**src/cdws_pkg.sv**
```systemverilog
package cdws_pkg;

   localparam int DEPTH = 64;
   localparam int IDX_W = $clog2(DEPTH);
   localparam int CNT_W = $clog2(DEPTH + 1);

   localparam logic [2:0] CMD_PUSH_FRONT = 3'd0;
   localparam logic [2:0] CMD_PUSH_BACK  = 3'd1;
   localparam logic [2:0] CMD_POP_FRONT  = 3'd2;
   localparam logic [2:0] CMD_POP_BACK   = 3'd3;
   localparam logic [2:0] CMD_DUMP       = 3'd4;
   localparam logic [2:0] CMD_SORT       = 3'd5;

   localparam logic [1:0] STATUS_OK    = 2'd0;
   localparam logic [1:0] STATUS_EMPTY = 2'd1;
   localparam logic [1:0] STATUS_FULL  = 2'd2;

   localparam logic [2:0] OP_HOLD = 3'd0;
   localparam logic [2:0] OP_SHR  = 3'd1;
   localparam logic [2:0] OP_SHL  = 3'd2;
   localparam logic [2:0] OP_LOAD = 3'd3;
   localparam logic [2:0] OP_ROT  = 3'd4;
   localparam logic [2:0] OP_SORT = 3'd5;

   typedef struct packed {
      logic [2:0]         cmd;
      logic signed [31:0] value;
   } req_type;

   typedef struct packed {
      logic [1:0]         status;
      logic signed [31:0] entry_value;
      logic               last;
      logic [CNT_W-1:0]   entry_count;
   } rsp_type;

   typedef struct packed {
      logic [2:0]       op;
      logic [CNT_W-1:0] count;
      logic             phase;
   } cell_ctl_type;

endpackage

```
**src/cdws_cell.sv**
```systemverilog
module cdws_cell (
   input  logic                      clock,
   input  cdws_pkg::cell_ctl_type    ctl,
   input  logic [cdws_pkg::IDX_W-1:0] index,
   input  logic signed [31:0]        left_val,
   input  logic signed [31:0]        right_val,
   input  logic signed [31:0]        head_val,
   input  logic signed [31:0]        push_val,
   output logic signed [31:0]        value
);
   import cdws_pkg::*;

   logic signed [31:0] value_ff;
   logic signed [31:0] value_in;
   logic [CNT_W-1:0]   idx_ext;
   logic               is_left;
   logic               is_right;

   assign idx_ext  = CNT_W'(index);
   assign is_left  = (index[0] == ctl.phase) && ((idx_ext + CNT_W'(1)) < ctl.count);
   assign is_right = (index != '0) && (index[0] != ctl.phase) && (idx_ext < ctl.count);

   always_comb begin
      value_in = value_ff;
      unique case (ctl.op)
         OP_SHR: value_in = left_val;
         OP_SHL: value_in = right_val;
         OP_LOAD: begin
            if (idx_ext == ctl.count) value_in = push_val;
         end
         OP_ROT: begin
            if (idx_ext == ctl.count - CNT_W'(1)) value_in = head_val;
            else value_in = right_val;
         end
         OP_SORT: begin
            if (is_left && (right_val > value_ff)) value_in = right_val;
            else if (is_right && (value_ff > left_val)) value_in = left_val;
         end
         default: value_in = value_ff;
      endcase
   end

   always_ff @(posedge clock) begin
      value_ff <= value_in;
   end

   assign value = value_ff;

endmodule

```
**config.mk**
```make
export PLATFORM = sky130hd
export DESIGN_NAME = cdws_cell
export DESIGN_NICKNAME = d
export VERILOG_FILES = /design/src/cdws_pkg.sv /design/src/cdws_cell.sv
export SDC_FILE = /design/constraint.sdc
export NUM_CORES = 1
export LEC_CHECK = 0
export BUFFER_PORTS_ARGS = -buffer_cell sky130_fd_sc_hd__buf_2
export CORE_ASPECT_RATIO = 0.7
export CORE_MARGIN = 5
export CORE_UTILIZATION = 57
export CTS_CLUSTER_DIAMETER = 60
export DETAILED_ROUTE_END_ITERATION = 7
export GPL_TIMING_DRIVEN = 0
export HOLD_SLACK_MARGIN = 0.03
export PLACE_DENSITY_LB_ADDON = 0.25
export SETUP_SLACK_MARGIN = 0.02
export SYNTH_ARGS = -nofsm -noshare
export SYNTH_HDL_FRONTEND = slang
export SYNTH_SLANG_ARGS = --single-unit
```
**constraint.sdc**
```tcl
create_clock -name clock -period 12.1 [get_ports clock]
set_input_delay 1.21 -clock clock [delete_from_list [all_inputs] [get_ports clock]]
set_output_delay 1.21 -clock clock [all_outputs]
set_load 0.02 [all_outputs]
```
==> results of run 1 <==
## worst max path at each step
stage               startpoint                   to
global route          index[0]  value[21]$_DFFE_PP_
detailed placement    index[0]  value[24]$_DFFE_PP_
global placement      index[0]  value[25]$_DFFE_PP_
CTS                   index[0]  value[15]$_DFFE_PP_
floorplan             index[0]   value[0]$_DFFE_PP_
finish                index[0]  value[21]$_DFFE_PP_
## metal layers
layer  vias to the layer above  track usage
li1                       2726            -
met1                      2713        0.414
met2                       336        0.472
met3                        25       0.0703
met4                         0       0.0723
met5                         -            0
## power breakdown
group	switching [mW]	internal, mW	total [mW]
clock network	0.0522	0.0970	0.149
logic	0.159	0.120	0.279
registers	0.0140	0.143	0.157
## cell type report
type | count | area (um2)
fillers | 731 | 2490
plain buffers | 34 | 195
repair buffers | 178 | 906
clock inverters | 2 | 35.0
well taps | 124 | 155
inverters | 75 | 282
clock buffers | 6 | 129
flip-flops and latches | 32 | 961
multi-input cells | 496 | 4020
## through the flow
stage	power [mW]	hold slack, ns	cell area [um2]	std cells
after global routing	0.620	1.27	6690	947
final	0.585	1.24	6690	947
after floorplan	0.330	1.40	5450	637
after global placement	0.418	1.46	6490	938
after CTS	0.580	1.23	6690	947
after detailed placement	0.432	1.21	6520	939
## synth_stat cells, types with 2 or more instances
library cell	n
or2_2	2
o21a_2	29
xor2_1	4
nor2b_1	4
or3b_1	31
a211oi_1	2
inv_1	75
a21o_1	13
o21a_1	5
o31a_1	3
nand4_1	13
nand2_1	43
o211a_1	32
buf_12	3
and4_1	5
clkbuf_1	21
o31ai_1	3
nor3_1	3
o21ai_0	45
nand2b_1	5
mux2i_1	32
a221oi_1	2
o21ai_1	2
a221o_1	2
nand3_1	8
ha_1	80
nor4_1	2
buf_2	9
nand3b_1	2
xnor2_1	8
nor2_1	11
a21oi_1	52
and3_1	5
edfxtp_1	32
mux2_2	31
## critical path, stage by stage
cell	delay [ns]
buf_2	0.14
ha_1	0.23
xor2_1	0.17
ha_1	0.27
o21ai_0	0.14
a21oi_1	0.06
nor3_1	0.14
o21bai_1	0.11
a2111oi_0	0.74
o21ai_1	0.18
buf_2	0.24
buf_2	0.22
and3_1	0.24
a21oi_4	0.41
buf_12	0.25
## logic make-up (layout without fill, tap and decap cells)
group / Yosys count / in the layout / synth area share
xor+xnor: 12 / 12 / 0.0193
mux: 63 / 63 / 0.123
fa+ha+maj: 80 / 80 / 0.184
buf+inv: 109 / 295 / 0.0875
compound gates: 200 / 200 / 0.255
simple gates: 141 / 141 / 0.155
flops: 32 / 32 / 0.176
==> impl_metrics.yaml, run 1 <==
final_layout:
  largest_reg_flops: 32
  final_cell_mix: "buf_2 (186), ha_1 (80), inv_1 (75)"
  diodes: 0
  layout.nets: 1048
  final_common_cell: "buf_2"
  syn2layout_area_growth_pct: 22.7
  drive_gt1_frac: 0.321
  final_core_util: 0.728
cts:
  clock-sinks: 32
  clk_latency_ns: 0.28
  cts.repair.resized: 0
  clock_path_buffers: 2
  clkTransAtPathRegs_ns: 0.06
  cts_tree: "built"
  htreeDepth: 2
  cts_setup_buffers: 0
  ctsHoldBuffers: 0
  cts-root-buf: "clkbuf_16"
  cts_made_buffers: 5
critical_path:
  reg2reg_depth: 13
  critical_path_class: "in2reg"
  r2r_end: "value[21]$_DFFE_PP_"
  reg2reg_from: "value[31]$_DFFE_PP_"
  end_kind: "flip-flop"
  required_ns: 12.08
  cp.arrival_ns: 4.78
  reg2reg_slack_ns: 8.08
  crit_path_max_fanout: 22
  cp-start-kind: "primary input"
global_routing:
  grt_pass1_wl_mm: 28.7
  grt_usage: 0.299
  antenna_found_initial: 0
  grt_pass1_vias: 5893
  overflow: 0
  grt_max_degree: 23
timing:
  slew_viol_final: 0
  hold_violations: 0
  worst_pin_slew_ns: 0.787
  fmax_ghz: 0.208
  fin_crit_ns: 4.80
  setup_slack_ns: 7.30
  setup_tns_ns: 0
  grt_setup_unrepaired: "no"
  skew_ns: 0.00904
  fin_crit_sh: 0.396
  slew_headroom: 0.462
  setup_viol_count_final: 0
route:
  wl_per_cell_um: 19.1
  route.top_layer_used: "met4"
  routed_via_density: 6.12
  routed_wl_mm: 18.1
  wl_met2_mm: 7.97
  drt_pass1_iterations: 5
  wl_met3_mm: 2.02
  vias: 5800
  antenna_left: 0
  wl_met1_mm: 7.81
  drt-initial-drc-count: 497
  drc: 0
placement:
  gp_congestion: 0.965
  place_ws_ns: 7.08
  port_buffers: 177
  hpwl_mm: 14.6
die:
  core_mm2: 0.00918
  fp.dieW_um: 127
  die-area_mm2: 0.0116
  io_pins: 178
  start_util: 0.594
  rows: 29
  die_y_um: 91.8
synthesis:
  yosysTopAreaCellShare: 0.184
  synth_cell_types: 53
  synthesis.nets: 863
  synth-seq-area-share: 0.176
  yosys_warnings: 0
  synth.cell_area_mm2: 0.00545
  syn_inst: 637
  synth_edf_count: 32
  synth_area_leader_cell: "ha_1"
  ys_ff_latch: 32
  yosys-top-cells-area: "ha_1 (18%), edfxtp_1 (18%), mux2_2 (6.4%), mux2i_1 (5.9%), o211a_1 (5.9%)"
  async_reset_ff_frac: 0
  dominantRegCellSynth: "edfxtp_1"
  synth_area_per_cell_um2: 8.56
pwr:
  cellPowerDensity_mw_per_mm2: 87.5
  p_leak_nw: 3.60
  peakVddDrop_mv: 0.0683
worst_hold_path:
  min_to: "value[16]$_DFFE_PP_"
  whs_path_depth: 5
  hp-start: "value[31]$_DFFE_PP_"
  hold_class: "reg2reg"
run_status:
  status: "complete, no violations"
run:
  drv_cap: 0
No activity file was read; power rests on OpenSTA's default activity.
==> run 2, diff against run 1 <==
--- a/config.mk
+++ b/config.mk
@@ -5,10 +5,11 @@
 export SDC_FILE = /design/constraint.sdc
 export NUM_CORES = 1
 export LEC_CHECK = 0
+export ABC_AREA = 1
 export BUFFER_PORTS_ARGS = -buffer_cell sky130_fd_sc_hd__buf_2
 export CORE_ASPECT_RATIO = 0.7
 export CORE_MARGIN = 5
-export CORE_UTILIZATION = 57
+export CORE_UTILIZATION = 48
 export CTS_CLUSTER_DIAMETER = 60
 export DETAILED_ROUTE_END_ITERATION = 7
 export GPL_TIMING_DRIVEN = 0
==> constraint.sdc (replaced) <==
create_clock -name clock -period 4.1 [get_ports clock]
set_input_delay 0.41 -clock clock [delete_from_list [all_inputs] [get_ports clock]]
set_output_delay 0.41 -clock clock [all_outputs]
set_load 0.02 [all_outputs]
==> run 2 against run 1 <==
Cell count increased by 32%; non-clock buffer count increased by 3; largest cell class unchanged; register-to-register slack got worse by 7.2 ns; sequential cell count unchanged; clock power increased by 140%; wire length increased by 8.4%; total power increased to 2.8 times the previous value; synthesized cell count increased by 42%.
==> impl_metrics.yaml, run 2 <==
run_status:
  status: "complete, no violations"
cts:
  htreeDepth: 2
  cts.repair.resized: 0
  clock_path_buffers: 2
  clkTransAtPathRegs_ns: 0.06
  cts_made_buffers: 5
  cts_setup_buffers: 0
  ctsHoldBuffers: 0
  cts-root-buf: "clkbuf_16"
  clk_latency_ns: 0.28
  clock-sinks: 32
  cts_tree: "built"
timing:
  setup_tns_ns: 0
  slew_viol_final: 0
  worst_pin_slew_ns: 0.815
  hold_violations: 0
  setup_viol_count_final: 0
  skew_ns: 0.00662
  grt_setup_unrepaired: "no"
  fin_crit_ns: 3.44
  fmax_ghz: 0.290
  fin_crit_sh: 0.840
  slew_headroom: 0.457
synthesis:
  synth_most_common_cell: "nand2_1"
  synth_cell_types: 34
  ys_ff_latch: 32
  yosys-top-cells-area: "ha_1 (18%), edfxtp_1 (17%), nand2_1 (16%), inv_1 (11%), a21oi_1 (6.3%)"
  synth_edf_count: 32
  synthesis.nets: 1132
  yosys_warnings: 0
  synth_area_per_cell_um2: 6.19
  synth_area_leader_cell: "ha_1"
  synth-seq-area-share: 0.171
  dominantRegCellSynth: "edfxtp_1"
  synth.cell_area_mm2: 0.00560
  async_reset_ff_frac: 0
  synthTopCellsByCount: "nand2_1 (239), inv_1 (164), nor2_1 (90)"
  syn_inst: 906
  yosysTopAreaCellShare: 0.179
placement:
  port_buffers: 177
  place_inst: 1241
  hpwl_mm: 15.6
  gp_congestion: 0.894
global_routing:
  grt_usage: 0.270
  grt_use_met3: 0.0600
  top_usage_layer: "met2"
  grt_pass1_wl_mm: 30.1
  met1_usage: 0.397
  overflow: 0
  grtUsageMet2: 0.409
  grt_max_degree: 18
  antenna_found_initial: 1
  grt_pass1_vias: 5991
final_layout:
  final_common_cell: "nand2_1"
  largest_reg_flops: 32
  n_fill_cell: 1193
  layout.nets: 1317
  syn2layout_area_growth_pct: 22.3
  drive_gt1_frac: 0.219
  diodes: 0
  final_cell_mix: "nand2_1 (239), buf_2 (186), inv_1 (164)"
  stdcell_count: 1246
route:
  antenna_left: 0
  vias: 6487
  drt_pass1_iterations: 5
  drt-initial-drc-count: 638
  wl_per_cell_um: 15.7
  routed_via_density: 5.21
  routed_wl_mm: 19.6
  drc: 0
critical_path:
  crit_path_max_fanout: 17
  cp.arrival_ns: 3.43
  critical_path_class: "in2reg"
  required_ns: 4.08
  cp-start-kind: "primary input"
  end_kind: "flip-flop"
die:
  core_mm2: 0.0116
  start_util: 0.485
  io_pins: 178
  rows: 33
  fp.dieW_um: 139
  die_y_um: 100
  die-area_mm2: 0.0140
run:
  drv_cap: 0
pwr:
  p_leak_nw: 3.83
  peakVddDrop_mv: 0.216
  cellPowerDensity_mw_per_mm2: 235
worst_hold_path:
  hold_class: "in2reg"
[run 2: cell types whose count changed after synthesis, moves of 18 or more]
| cell | delta |
|---|---|
| o21ai_1 | +26 |
| mux2_2 | -31 |
| o21a_2 | -29 |
| o211a_1 | -32 |
| nand3_1 | +38 |
| inv_1 | +89 |
| or3b_1 | -31 |
| nand4_1 | +25 |
| mux2i_1 | -32 |
| nand2_1 | +196 |
| nor2_1 | +79 |
| a21oi_1 | +18 |
| a21oi_2 | +29 |
| o21ai_0 | -31 |
[run 2: worst max-delay path, cell delays in order]
cell and delay, ns:
buf_2 0.13, ha_1 0.24, xor2_1 0.18, ha_1 0.30
a21oi_1 0.14, nand2_1 0.12, nand2_1 0.08, nand2_1 0.05
nand2_1 0.05, nand2_1 0.04, nand2_1 0.05, nand2_1 0.06
a21oi_2 0.28, nand3_2 0.21, buf_6 0.22, a31oi_4 0.61
buf_16 0.25
[run 2: area by class of cell]
class | instances | area [um2] | share of cell area
Buffer | 37 | 199 | 0.0290
Clock buffer | 5 | 125 | 0.0183
Multi-Input combinational cell | 673 | 3840 | 0.561
Inverter | 164 | 616 | 0.0898
Sequential cell | 32 | 961 | 0.140
Timing Repair Buffer | 178 | 913 | 0.133
Tap cell | 157 | 196 | 0.0287
[run 2: where the power goes]
part / internal, mW / total, mW / switching, mW
logic: 0.303 / 0.817 / 0.514
clock network: 0.215 / 0.356 / 0.141
registers: 0.410 / 0.441 / 0.0306
total: 0.928 / 1.61 / 0.686
[run 2: path summary, 6_finish.rpt]
check / slack (ns) / startpoint / to / cells after the start
max reg2reg: 0.91 / value[13]$_DFFE_PP_ / value[17]$_DFFE_PP_ / 13
min reg2reg: 1.33 / value[31]$_DFFE_PP_ / value[15]$_DFFE_PP_ / 6
min: 0.46 / left_val[6] / value[6]$_DFFE_PP_ / 3
max: 0.66 / index[0] / value[17]$_DFFE_PP_ / 17
[run 2: stage by stage]
step	instance area (um2)	setup slack, ns	total power, mW	hold WS (ns)	utilization
after floorplan	5610	0.566	0.962	0.633	-
after global routing	6850	0.409	1.73	0.457	0.593
after CTS	6850	0.684	1.61	0.454	0.593
final	6850	0.657	1.61	0.457	0.593
after detailed placement	6730	0.412	1.25	0.743	0.582
after global placement	6690	-0.634	1.23	0.742	0.579
[run 2: logic make-up (layout without fill, tap and decap cells)]
family / count (synthesis) / count (layout) / share of synthesized area
xor gates and xnor gates: 12 / 12 / 0.0188
adders and majority gates: 80 / 80 / 0.179
DFF: 32 / 32 / 0.171
and+or+nand+nor: 433 / 433 / 0.331
AOI/OAI and AO/OA: 148 / 148 / 0.155
buffers and inverters: 201 / 384 / 0.145
[run 2: per-layer routing]
layer  vias to the layer above  wire length (um)
li1                       3305                 -
met1                      2847              9110
met3                        18              2130
met5                         -                16
met4                         2               223
met2                       315              8090
